File: src/sv/rtcs_pkg.sv
`default_nettype none
// ----------------------------------------------------------------------------
// Range-to-CIDR splitter package
// Shared widths, the queue entry type, the queue status type and the bit-scan
// helpers used by the front and back ends.
// ----------------------------------------------------------------------------
package rtcs_pkg;

    localparam int ADDR_W = 32;
    localparam int SIZE_W = ADDR_W + 1;
    localparam int PLEN_W = 6;

    // One address beyond the top of the address space.
    localparam logic [SIZE_W-1:0] SPACE_SIZE = {1'b1, {ADDR_W{1'b0}}};

    // A clipped range waiting to be split: first address and remaining count.
    typedef struct packed {
        logic [ADDR_W-1:0] start;
        logic [SIZE_W-1:0] remain;
    } t_range;

    // Fill status of the queue between the front and back ends.
    typedef struct packed {
        logic full;
        logic empty;
    } t_q_status;

    // Trailing zero count; an all-zero address counts as fully aligned.
    function automatic logic [PLEN_W-1:0] f_trail_zeros(input logic [ADDR_W-1:0] a);
        logic [PLEN_W-1:0] n;
        n = PLEN_W'(ADDR_W);
        for (int i = ADDR_W - 1; i >= 0; i--) begin
            if (a[i]) begin
                n = PLEN_W'(i);
            end
        end
        return n;
    endfunction

    // Index of the highest set bit; the value is never zero where it is used.
    function automatic logic [PLEN_W-1:0] f_floor_log2(input logic [SIZE_W-1:0] v);
        logic [PLEN_W-1:0] n;
        n = '0;
        for (int i = 0; i < SIZE_W; i++) begin
            if (v[i]) begin
                n = PLEN_W'(i);
            end
        end
        return n;
    endfunction

endpackage
`default_nettype wire

File: src/sv/rtcs_front.sv
`default_nettype none
// ----------------------------------------------------------------------------
// Range-to-CIDR splitter front end
// Accepts range items, drops empty ranges, clips a range at the top of the
// address space and holds the result in one register for the queue.
// ----------------------------------------------------------------------------
module rtcs_front import rtcs_pkg::*; (
    input  wire logic              i_clk,
    input  wire logic              i_rst_n,
    input  wire logic              i_valid,
    input  wire logic [ADDR_W-1:0] i_range_start,
    input  wire logic [ADDR_W-1:0] i_range_count,
    output logic                   o_stall,
    output logic                   o_push_valid,
    output t_range                 o_push_data,
    input  wire logic              i_q_full
);

    logic              r_valid;
    logic              n_valid;
    t_range            r_range;
    logic [SIZE_W-1:0] space_left;
    logic [SIZE_W-1:0] count_ext;
    logic              take;
    logic              push_done;

    // Clip the count so that the range ends at the top of the space at most.
    always_comb begin
        space_left = SPACE_SIZE - {1'b0, i_range_start};
        count_ext  = {1'b0, i_range_count};
    end

    assign o_stall   = r_valid && i_q_full;
    assign push_done = r_valid && !i_q_full;
    // An empty range is accepted and then dropped.
    assign take      = i_valid && !o_stall && (i_range_count != '0);

    always_comb begin
        n_valid = r_valid;
        if (push_done) begin
            n_valid = 1'b0;
        end
        if (take) begin
            n_valid = 1'b1;
        end
    end

    always_ff @(posedge i_clk) begin
        if (!i_rst_n) begin
            r_valid <= 1'b0;
        end else begin
            r_valid <= n_valid;
        end
    end

    always_ff @(posedge i_clk) begin
        if (take) begin
            r_range.start  <= i_range_start;
            r_range.remain <= (count_ext < space_left) ? count_ext : space_left;
        end
    end

    assign o_push_valid = r_valid;
    assign o_push_data  = r_range;

endmodule
`default_nettype wire

File: src/sv/rtcs_queue.sv
`default_nettype none
// ----------------------------------------------------------------------------
// Range-to-CIDR splitter queue
// Two-entry queue of clipped ranges between the front and back ends.
// ----------------------------------------------------------------------------
module rtcs_queue import rtcs_pkg::*; (
    input  wire logic i_clk,
    input  wire logic i_rst_n,
    input  wire logic i_push,
    input  t_range    i_push_data,
    input  wire logic i_pop,
    output t_range    o_pop_data,
    output t_q_status o_status
);

    t_range     r_slot0;
    t_range     r_slot1;
    logic       r_wr_ptr;
    logic       r_rd_ptr;
    logic [1:0] r_count;
    logic [1:0] n_count;
    logic       do_push;
    logic       do_pop;

    assign o_status.full  = (r_count == 2'd2);
    assign o_status.empty = (r_count == 2'd0);
    assign do_push = i_push && !o_status.full;
    assign do_pop  = i_pop && !o_status.empty;

    // Occupancy follows pushes and pops.
    always_comb begin
        n_count = r_count;
        if (do_push && !do_pop) begin
            n_count = r_count + 2'd1;
        end else if (do_pop && !do_push) begin
            n_count = r_count - 2'd1;
        end
    end

    always_ff @(posedge i_clk) begin
        if (!i_rst_n) begin
            r_wr_ptr <= 1'b0;
            r_rd_ptr <= 1'b0;
            r_count  <= 2'd0;
        end else begin
            r_count <= n_count;
            if (do_push) begin
                r_wr_ptr <= !r_wr_ptr;
            end
            if (do_pop) begin
                r_rd_ptr <= !r_rd_ptr;
            end
        end
    end

    // Entry storage.
    always_ff @(posedge i_clk) begin
        if (do_push && !r_wr_ptr) begin
            r_slot0 <= i_push_data;
        end
        if (do_push && r_wr_ptr) begin
            r_slot1 <= i_push_data;
        end
    end

    assign o_pop_data = r_rd_ptr ? r_slot1 : r_slot0;

endmodule
`default_nettype wire

File: src/sv/rtcs_back.sv
`default_nettype none
// ----------------------------------------------------------------------------
// Range-to-CIDR splitter back end
// Takes one clipped range from the queue and emits one aligned block per
// cycle, unless stalled, into the output register until the range is covered.
// ----------------------------------------------------------------------------
module rtcs_back import rtcs_pkg::*; (
    input  wire logic               i_clk,
    input  wire logic               i_rst_n,
    input  t_q_status               i_q_status,
    input  t_range                  i_pop_data,
    output logic                    o_pop,
    output logic                    o_valid,
    input  wire logic               i_stall,
    output logic [ADDR_W-1:0]       o_block_address,
    output logic [PLEN_W-1:0]       o_prefix_length,
    output logic [SIZE_W-1:0]       o_block_size,
    output logic                    o_last_block
);

    logic              r_busy;
    logic [ADDR_W-1:0] r_cursor;
    logic [SIZE_W-1:0] r_remain;
    logic              r_out_valid;
    logic [ADDR_W-1:0] r_addr;
    logic [PLEN_W-1:0] r_plen;
    logic [SIZE_W-1:0] r_size;
    logic              r_last;
    logic [PLEN_W-1:0] tz;
    logic [PLEN_W-1:0] lg;
    logic [PLEN_W-1:0] k;
    logic [SIZE_W-1:0] size;
    logic              last;
    logic              step;

    // Block size is the smaller of the alignment and the remaining count.
    always_comb begin
        tz   = f_trail_zeros(r_cursor);
        lg   = f_floor_log2(r_remain);
        k    = (tz < lg) ? tz : lg;
        size = SIZE_W'(1) << k;
        last = (r_remain == size);
    end

    assign step  = r_busy && (!r_out_valid || !i_stall);
    assign o_pop = !r_busy && !i_q_status.empty;

    // Control: busy while a range is being split, output register valid.
    always_ff @(posedge i_clk) begin
        if (!i_rst_n) begin
            r_busy      <= 1'b0;
            r_out_valid <= 1'b0;
        end else begin
            if (o_pop) begin
                r_busy <= 1'b1;
            end else if (step && last) begin
                r_busy <= 1'b0;
            end
            if (step) begin
                r_out_valid <= 1'b1;
            end else if (!i_stall) begin
                r_out_valid <= 1'b0;
            end
        end
    end

    // Cursor and remaining count.
    always_ff @(posedge i_clk) begin
        if (o_pop) begin
            r_cursor <= i_pop_data.start;
            r_remain <= i_pop_data.remain;
        end else if (step) begin
            r_cursor <= r_cursor + size[ADDR_W-1:0];
            r_remain <= r_remain - size;
        end
    end

    // Output register.
    always_ff @(posedge i_clk) begin
        if (step) begin
            r_addr <= r_cursor;
            r_plen <= PLEN_W'(ADDR_W) - k;
            r_size <= size;
            r_last <= last;
        end
    end

    assign o_valid         = r_out_valid;
    assign o_block_address = r_addr;
    assign o_prefix_length = r_plen;
    assign o_block_size    = r_size;
    assign o_last_block    = r_last;

endmodule
`default_nettype wire

File: src/sv/range_to_cidr_splitter_top.sv
`default_nettype none
// ----------------------------------------------------------------------------
// IPv4 range to CIDR splitter
// The first block of a range passes through the front register, the queue,
// the back end's cursor registers and the output register. The back end emits
// one block per cycle while the receiver does not stall, and loads each range
// before it splits it, taking no new range until the current one is split.
// Empty ranges are accepted and give no block. The synchronous active-low
// reset empties the front register, the queue and the output register.
// ----------------------------------------------------------------------------
module range_to_cidr_splitter_top import rtcs_pkg::*; (
    input  wire logic              i_clk,
    input  wire logic              i_rst_n,
    input  wire logic              i_valid,
    input  wire logic [ADDR_W-1:0] i_range_start,
    input  wire logic [ADDR_W-1:0] i_range_count,
    output logic                   o_stall,
    output logic                   o_valid,
    input  wire logic              i_stall,
    output logic [ADDR_W-1:0]      o_block_address,
    output logic [PLEN_W-1:0]      o_prefix_length,
    output logic [SIZE_W-1:0]      o_block_size,
    output logic                   o_last_block
);

    logic      push_valid;
    t_range    push_data;
    t_range    pop_data;
    logic      pop;
    t_q_status q_status;

    rtcs_front u_front (
        .i_clk         (i_clk),
        .i_rst_n       (i_rst_n),
        .i_valid       (i_valid),
        .i_range_start (i_range_start),
        .i_range_count (i_range_count),
        .o_stall       (o_stall),
        .o_push_valid  (push_valid),
        .o_push_data   (push_data),
        .i_q_full      (q_status.full)
    );

    rtcs_queue u_queue (
        .i_clk       (i_clk),
        .i_rst_n     (i_rst_n),
        .i_push      (push_valid),
        .i_push_data (push_data),
        .i_pop       (pop),
        .o_pop_data  (pop_data),
        .o_status    (q_status)
    );

    rtcs_back u_back (
        .i_clk           (i_clk),
        .i_rst_n         (i_rst_n),
        .i_q_status      (q_status),
        .i_pop_data      (pop_data),
        .o_pop           (pop),
        .o_valid         (o_valid),
        .i_stall         (i_stall),
        .o_block_address (o_block_address),
        .o_prefix_length (o_prefix_length),
        .o_block_size    (o_block_size),
        .o_last_block    (o_last_block)
    );

    // Every emitted block is aligned to its own size.
    assert property (@(posedge i_clk) disable iff (!i_rst_n)
        o_valid |-> ((o_block_size[ADDR_W-1:0] - ADDR_W'(1)) & o_block_address) == '0)
        else $error("emitted block is not aligned to its size");

    // Size and prefix length describe the same block.
    assert property (@(posedge i_clk) disable iff (!i_rst_n)
        o_valid |-> o_block_size == (SIZE_W'(1) << (PLEN_W'(ADDR_W) - o_prefix_length)))
        else $error("block size does not match prefix length");

    // The queue never reports full and empty together.
    assert property (@(posedge i_clk) disable iff (!i_rst_n)
        !(q_status.full && q_status.empty))
        else $error("queue status is inconsistent");

endmodule
`default_nettype wire

File: config.mk
export PLATFORM = sky130hd
export DESIGN_NAME = range_to_cidr_splitter_top
export DESIGN_NICKNAME = d
export VERILOG_FILES = /design/src/sv/rtcs_pkg.sv /design/src/sv/rtcs_front.sv /design/src/sv/rtcs_queue.sv /design/src/sv/rtcs_back.sv /design/src/sv/range_to_cidr_splitter_top.sv
export SDC_FILE = /design/constraint.sdc
export NUM_CORES = 1
export LEC_CHECK = 0
export BUFFER_PORTS_ARGS = -buffer_cell sky130_fd_sc_hd__buf_2
export CAP_MARGIN = 20
export CELL_PAD_IN_SITES_DETAIL_PLACEMENT = 0
export CELL_PAD_IN_SITES_GLOBAL_PLACEMENT = 2
export CORE_UTILIZATION = 41
export CTS_BUF_LIST = sky130_fd_sc_hd__clkbuf_16
export DETAILED_ROUTE_END_ITERATION = 12
export PLACE_DENSITY_LB_ADDON = 0.25
export SYNTH_ARGS = -nofsm -noshare
export SYNTH_HDL_FRONTEND = slang
export SYNTH_SLANG_ARGS = --single-unit
File: constraint.sdc
create_clock -name i_clk -period 11.2 [get_ports i_clk]
set_input_delay 2.24 -clock i_clk [delete_from_list [all_inputs] [get_ports i_clk]]
set_output_delay 2.24 -clock i_clk [all_outputs]
set_load 0.1 [all_outputs]
Word-level counts from Yosys, hierarchy flattened
Index checks and enable logic that the tools add are counted.
Widths: inputs -> output; s select.
{"block": "word_totals", "ff_bits": 339, "in_bits": 68, "out_inout_bits": 74, "wordCells": 139}
{"block": "classes", "n_reduce_logical": 29, "n_shift": 1, "n_mux": 79, "eq_ne": 3, "add_sub_neg": 6, "order_cmp": 2}
{"operator": "$mux 6", "n": 34}
{"operator": "$mux 32", "n": 3}
{"operator": "$mux 5", "n": 16}
{"operator": "$mux 33", "n": 2}
{"operator": "$mux 65", "n": 1}
{"operator": "$eq 33x33->1", "n": 1}
{"operator": "$lt 32x33->1", "n": 1}
{"operator": "$shl 1x6->33 const A", "n": 1}
{"operator": "$sub 33x32->33 const A", "n": 1}
{"operator": "$sub 33x33->33", "n": 1}
{"operator": "$add 32x32->32", "n": 1}
{"operator": "$mux 4", "n": 8}
{"operator": "$reduce_bool 32->1", "n": 1}
{"operator": "$logic_and 1x1->1", "n": 12}
{"operator": "$mux 3", "n": 4}
{"operator": "$logic_not 1->1", "n": 10}
{"operator": "$mux 2", "n": 4}
{"operator": "$reduce_bool 2->1", "n": 4}
{"operator": "$mux 1", "n": 7}
{"operator": "$lt 6x6->1", "n": 1}
{"operator": "$sub 6x6->6 const A", "n": 1}
{"operator": "$add 2x1->2 const B", "n": 1}
{"operator": "$eq 2x2->1 const B", "n": 1}
{"operator": "$logic_not 2->1", "n": 1}
{"operator": "3 further kinds", "n": 3}

Logic depth before layout (Yosys ltp)
{"block": "depth", "depth_word": 39, "ltp_mapped": 31, "ltp_nobuf": 30}

Cells and area by module
Synthesis repeated with hierarchy kept, for this count alone.
{"block": "hier_totals", "hier_cells": 1524, "area_unflattened_um2": 18297.5}
{"mod": "rtcs_back", "seq_area_each_um2": 4154.0, "area_each_um2": 9577.9, "cells_per_inst": 987, "n_inst": 1}
{"mod": "rtcs_queue", "seq_area_each_um2": 3983.8, "area_each_um2": 4906.0, "cells_per_inst": 225, "n_inst": 1}
{"mod": "rtcs_front", "seq_area_each_um2": 1971.9, "area_each_um2": 3813.7, "cells_per_inst": 312, "n_inst": 1}

Worst setup path after synthesis
OpenSTA, ideal clock, no wires.
{"block": "synth_timing", "kind": "input to register", "startpoint": "in i_stall", "endpoint": "reg u_back.r_cursor[0], enable pin", "arrival_time_ns": 9.461, "setup_ns": 0.430, "n_path_buf": 0, "slack_ns": 1.309, "stages": 2, "t_required_ns": 10.770, "cell_sequence": "a21boi_0 -> nand2b_1"}
{"block": "synth_via", "elab_chain_cells": 4}
{"item": "start, declared", "line_no": "range_to_cidr_splitter_top.sv:19", "source": "input wire logic i_stall,"}
{"item": "$logic_not 1->1", "line_no": "rtcs_back.sv:45", "source": "assign step = r_busy && (!r_out_valid || !i_stall);"}
{"item": "$logic_or 1x1->1", "line_no": "rtcs_back.sv:45"}
{"item": "$logic_and 1x1->1", "line_no": "rtcs_back.sv:45"}
{"item": "$reduce_bool 2->1 (no source line)"}
{"item": "end signal, assigned", "line_no": "rtcs_back.sv:70", "source": "r_cursor <= i_pop_data.start;"}
{"item": "end signal, assigned", "line_no": "rtcs_back.sv:73", "source": "r_cursor <= r_cursor + size[ADDR_W-1:0];"}
{"item": "end, declared", "line_no": "rtcs_back.sv:22", "source": "logic [ADDR_W-1:0] r_cursor;"}
Every way passes these cells.
A chain may end at the register's enable or synchronous reset.

Final worst setup path
{"block": "layout_timing", "startpoint": "reg u_back.r_cursor[28]", "endpoint": "reg u_back.r_cursor[30], data pin"}
{"block": "layout_via", "elab_chain_cells": 35}
{"item": "$mux 6 (*) (29 in series)", "line_no": "rtcs_pkg.sv:33", "source": "if (a[i]) begin"}
{"item": "$lt 6x6->1", "line_no": "rtcs_back.sv:40", "source": "k = (tz < lg) ? tz : lg;"}
{"item": "$mux 6 (*)", "line_no": "rtcs_back.sv:40"}
{"item": "$shl 1x6->33 (*)", "line_no": "rtcs_back.sv:41", "source": "size = SIZE_W'(1) << k;"}
{"item": "named net u_back.size[0]", "line_no": "rtcs_back.sv:32", "source": "logic [SIZE_W-1:0] size;"}
{"item": "$add 32x32->32 (*)", "line_no": "rtcs_back.sv:73"}
{"item": "$mux 32 (*)", "line_no": "rtcs_back.sv:72", "source": "end else if (step) begin"}
{"item": "$mux 32 (*)", "line_no": "rtcs_back.sv:69", "source": "if (o_pop) begin"}
Mark *: on every way through the listed nets, which the timed path passes. The rest lies on a longest branch. The select of a mux whose other input is x is not followed.

==> summary.txt <==
Netlist Area Pre-Place -> 0.01792 mm2
smallest setup slack after layout -> 3.840 ns
number of enable-type register cells in the synthesized netlist -> 332
Power Internal -> 3.555 mW
flop and latch count out of synthesis -> 339
Die Ht -> 211.1 um
register area share after synthesis -> 0.5641
Post-synth top cells -> sky130_fd_sc_hd__edfxtp_1, sky130_fd_sc_hd__nand2_1, sky130_fd_sc_hd__nor2_1
initial antenna violation count -> 3
minimum setup slack after placement -> 3.811 ns
post-synthesis instance total -> 1521
final sum of negative setup slack -> 0 ns
DRC -> 0
TritonRoute pass-1 iters -> 5
Total Routed Length -> 44810 um
hold_buf cts -> 0
number of post-CTS setup repair buffers -> 0
maximum frequency from static timing analysis -> 135.9 MHz
count of endpoints failing hold in the final timing report -> 0
max capacitance violation total -> 0
destination of the worst register-to-register timing path -> u_back.r_cursor[30]
worst-case vdd ir drop -> 0.0001975 V
count of final setup violators -> 0
LEAKAGE -> 8.114 nW
estimated wirelength of the detail-placed design -> 34360 um
remaining global-route overflow -> 0
vias after detailed routing -> 11940
final critical-path required period -> 7.360 ns
clock latency reported for the late side of the worst-skew pair -> 0.54 ns
Initial Utilization -> 0.4161
global-route wire length before repair -> 68810 um
Layout Skew -> 0.02208 ns
die footprint -> 0.04455 mm2
routed wl met2 -> 20330 um
wire length per cell -> 19.58 um
Crit Path Max Fanout -> 21
Relative slew margins -> 0.3621
Worst-Margin Slew -> 0.9481 ns
NumNets Final -> 1853
Hold Crit Start -> u_front.o_push_data[32]
Yosys cell types -> 74
most repeated cell in the gate-level netlist after synthesis -> sky130_fd_sc_hd__edfxtp_1
violation count after the first detailed-route iteration -> 837
fraction of power spent switching nets -> 0.4372
placed inst area -> 0.01934 mm2
portion of total power attributed to the clock network -> 0.195
top flip-flop cell by instance count after synthesis -> sky130_fd_sc_hd__edfxtp_1
worst hold path cell count -> 0
synthesized area per cell -> 11.78 um2
async set or reset register ratio after synthesis -> 0
Worst EP required -> 11.46 ns
clock tree from TritonCTS -> yes
Tightest Hold Check Type -> flop to flop
share of final-layout standard cells stronger than drive strength 1 -> 0.1362
routed metal-1 wire length -> 22010 um
total number of yosys warnings -> 0
cell family contributing the most delay on the critical path -> compound AO/OA/AOI/OAI gates
clock transition at the registers of the reported paths -> 0.06 ns
CTS resizes -> 0
sequential cell fraction of total power -> 0.342
Post-Layout Inst Area -> 0.02058 mm2
end point of the most critical hold path -> u_queue.r_slot0[32]
via count of the first global-routing pass -> 11700
main area contributors after synthesis -> sky130_fd_sc_hd__edfxtp_1, sky130_fd_sc_hd__ha_1, sky130_fd_sc_hd__mux2i_1
Max Slew Vio Count -> 0
H-tree depth -> 2
width of the chip -> 211.1 um
Synthesized Nets -> 1696
count of input and output buffers -> 141
largest stage delay on the critical path -> 0.68 ns
FILL cells -> 3949
number of cell instances on the worst register-to-register path -> 31
unrepaired setup endpoints after global routing -> no
fin util -> 0.4777
number of top-level pins -> 142
DR WL met3 -> 1746 um
remaining antenna violation count after routing -> 0
post-DR vias/cell -> 5.219
std cell rows -> 76
antenna cell count -> 0
start-to-end type of the worst setup path -> flop to flop
global placer's final weighted congestion -> 0.8888
Worst Setup End Kind -> flop
worst-path cell with the longest stage delay -> sky130_fd_sc_hd__nor4_1
power per cell area -> 307.0 mW/mm2
switching power summed over all nets -> 2.762 mW
worst setup path start -> u_back.r_cursor[28]
area grow syn2layout -> 14.81%
Tot GR Track Use -> 0.2038
Data arrival, critical path -> 7.62 ns
Crit path buffers/inverters -> 4
fraction of synthesized cell area taken by the top area cell type -> 0.5563
root buffer cell -> sky130_fd_sc_hd__clkbuf_16
cell taking the most area after synthesis -> sky130_fd_sc_hd__edfxtp_1
run status -> finished, final reports clean
core region area -> 0.04308 mm2
number of clock buffers inserted by TritonCTS -> 36
largest net degree at the start of global routing -> 67
CTS max path bufs -> 3
origin of the critical flop-to-flop path -> u_back.r_cursor[28]
element type at the critical path start -> flop
FF-to-FF setup slack -> 3.84 ns
Final Cycle Share -> 0.6572
DR top layer -> met4
CTS sink cnt -> 339
Comb pwr share -> 0.463
==> placed cells by master, fill, tap and decap left out, types with 6 or more instances in the layout <==
cell type / synthesis / routed
sky130_fd_sc_hd__a211oi_1: 18 / 18
sky130_fd_sc_hd__a21o_1: 30 / 30
sky130_fd_sc_hd__a21oi_1: 99 / 99
sky130_fd_sc_hd__a31oi_1: 10 / 10
sky130_fd_sc_hd__and2_1: 15 / 15
sky130_fd_sc_hd__and3_1: 9 / 8
sky130_fd_sc_hd__buf_2: 2 / 141
sky130_fd_sc_hd__buf_4: 0 / 12
sky130_fd_sc_hd__bufinv_16: 0 / 6
sky130_fd_sc_hd__clkbuf_16: 0 / 37
sky130_fd_sc_hd__clkinv_1: 2 / 7
sky130_fd_sc_hd__dfxtp_1: 7 / 6
sky130_fd_sc_hd__edfxtp_1: 332 / 332
sky130_fd_sc_hd__ha_1: 105 / 105
sky130_fd_sc_hd__inv_1: 96 / 100
sky130_fd_sc_hd__mux2_2: 7 / 7
sky130_fd_sc_hd__mux2i_1: 79 / 79
sky130_fd_sc_hd__nand2_1: 114 / 114
sky130_fd_sc_hd__nand2b_1: 28 / 27
sky130_fd_sc_hd__nand3_1: 14 / 14
sky130_fd_sc_hd__nand4_1: 18 / 18
sky130_fd_sc_hd__nor2_1: 107 / 104
sky130_fd_sc_hd__nor2b_1: 33 / 33
sky130_fd_sc_hd__nor3_1: 33 / 33
sky130_fd_sc_hd__nor4_1: 25 / 25
sky130_fd_sc_hd__o211ai_1: 12 / 12
sky130_fd_sc_hd__o21a_1: 17 / 17
sky130_fd_sc_hd__o21ai_0: 43 / 43
sky130_fd_sc_hd__o21ai_1: 35 / 35
sky130_fd_sc_hd__o21bai_1: 10 / 10
sky130_fd_sc_hd__o31ai_1: 12 / 12
sky130_fd_sc_hd__or3_1: 8 / 8
sky130_fd_sc_hd__or4_1: 6 / 6
sky130_fd_sc_hd__xnor2_1: 43 / 43
sky130_fd_sc_hd__xor2_1: 40 / 40
==> power by group through the flow <==
stage	clock network [mW]	registers (mW)	logic, mW
2_1_floorplan	0	2.67	1.70
3_3_place_gp	0	2.18	2.94
3_5_place_dp	0	2.19	2.93
4_1_cts	1.27	2.16	2.94
5_1_grt	1.31	2.20	3.20
6_report	1.23	2.16	2.92
==> registers in the layout, indices dropped and copies added (netlist names), 2 cells and up <==
name,count
u_back.o_prefix_length,6
u_back.r_remain,33
u_queue.r_slot1,65
u_queue.r_count,2
u_back.r_cursor,32
u_front.o_push_data,65
u_back.o_block_address,32
u_back.o_block_size,33
u_queue.r_slot0,65
==> stage by stage <==
stage | instances | hold WS [ns] | total power, mW
floorplan | 1521 | 0.4215 | 4.369
global placement | 2225 | 0.4234 | 5.120
detailed placement | 2225 | 0.4304 | 5.115
CTS | 2288 | 0.4437 | 6.372
global route | 2288 | 0.4493 | 6.718
finish | 2288 | 0.4392 | 6.317
==> area by class of cell <==
class	count	area, um2	share of cell area
Clock buffer	37	925.9	0.04500
Clock inverter	26	312.8	0.01520
Inverter	101	379.1	0.01842
Multi-Input combinational cell	1047	7318	0.3556
Sequential cell	339	10110	0.4915
Tap cell	585	732.0	0.03557
Timing Repair Buffer	153	795.8	0.03867
==> kinds of logic (layout without fill, tap and decap cells) <==
| kind of cell | Yosys count | count (layout) | share of synthesized area |
|---|---|---|---|
| xor+xnor | 83 | 83 | 0.04056 |
| buf+inv | 135 | 317 | 0.02967 |
| flops | 339 | 339 | 0.5641 |
| fa+ha+maj | 107 | 107 | 0.07554 |
| compound gates | 335 | 335 | 0.1190 |
| mux | 89 | 89 | 0.05041 |
| other cells | 1 | 1 | 0.0002092 |
| simple gates | 432 | 432 | 0.1206 |
==> metal layers <==
metal | GRT usage | vias up
met5 | 0 | -
met2 | 0.3277 | 250
li1 | - | 6010
met4 | 0.04498 | 0
met3 | 0.02319 | 43
met1 | 0.2952 | 5639
==> worst max-delay path by stage <==
stage | to | cells past startpoint
2_1_floorplan | u_back.r_cursor[0] | 2
3_3_place_gp | u_back.r_cursor[30] | 29
3_5_place_dp | u_back.r_cursor[30] | 29
4_1_cts | u_back.r_cursor[30] | 29
5_1_grt | u_back.r_remain[31] | 26
6_report | u_back.r_cursor[30] | 31
Note: power is estimated with default switching activity, not from simulation.
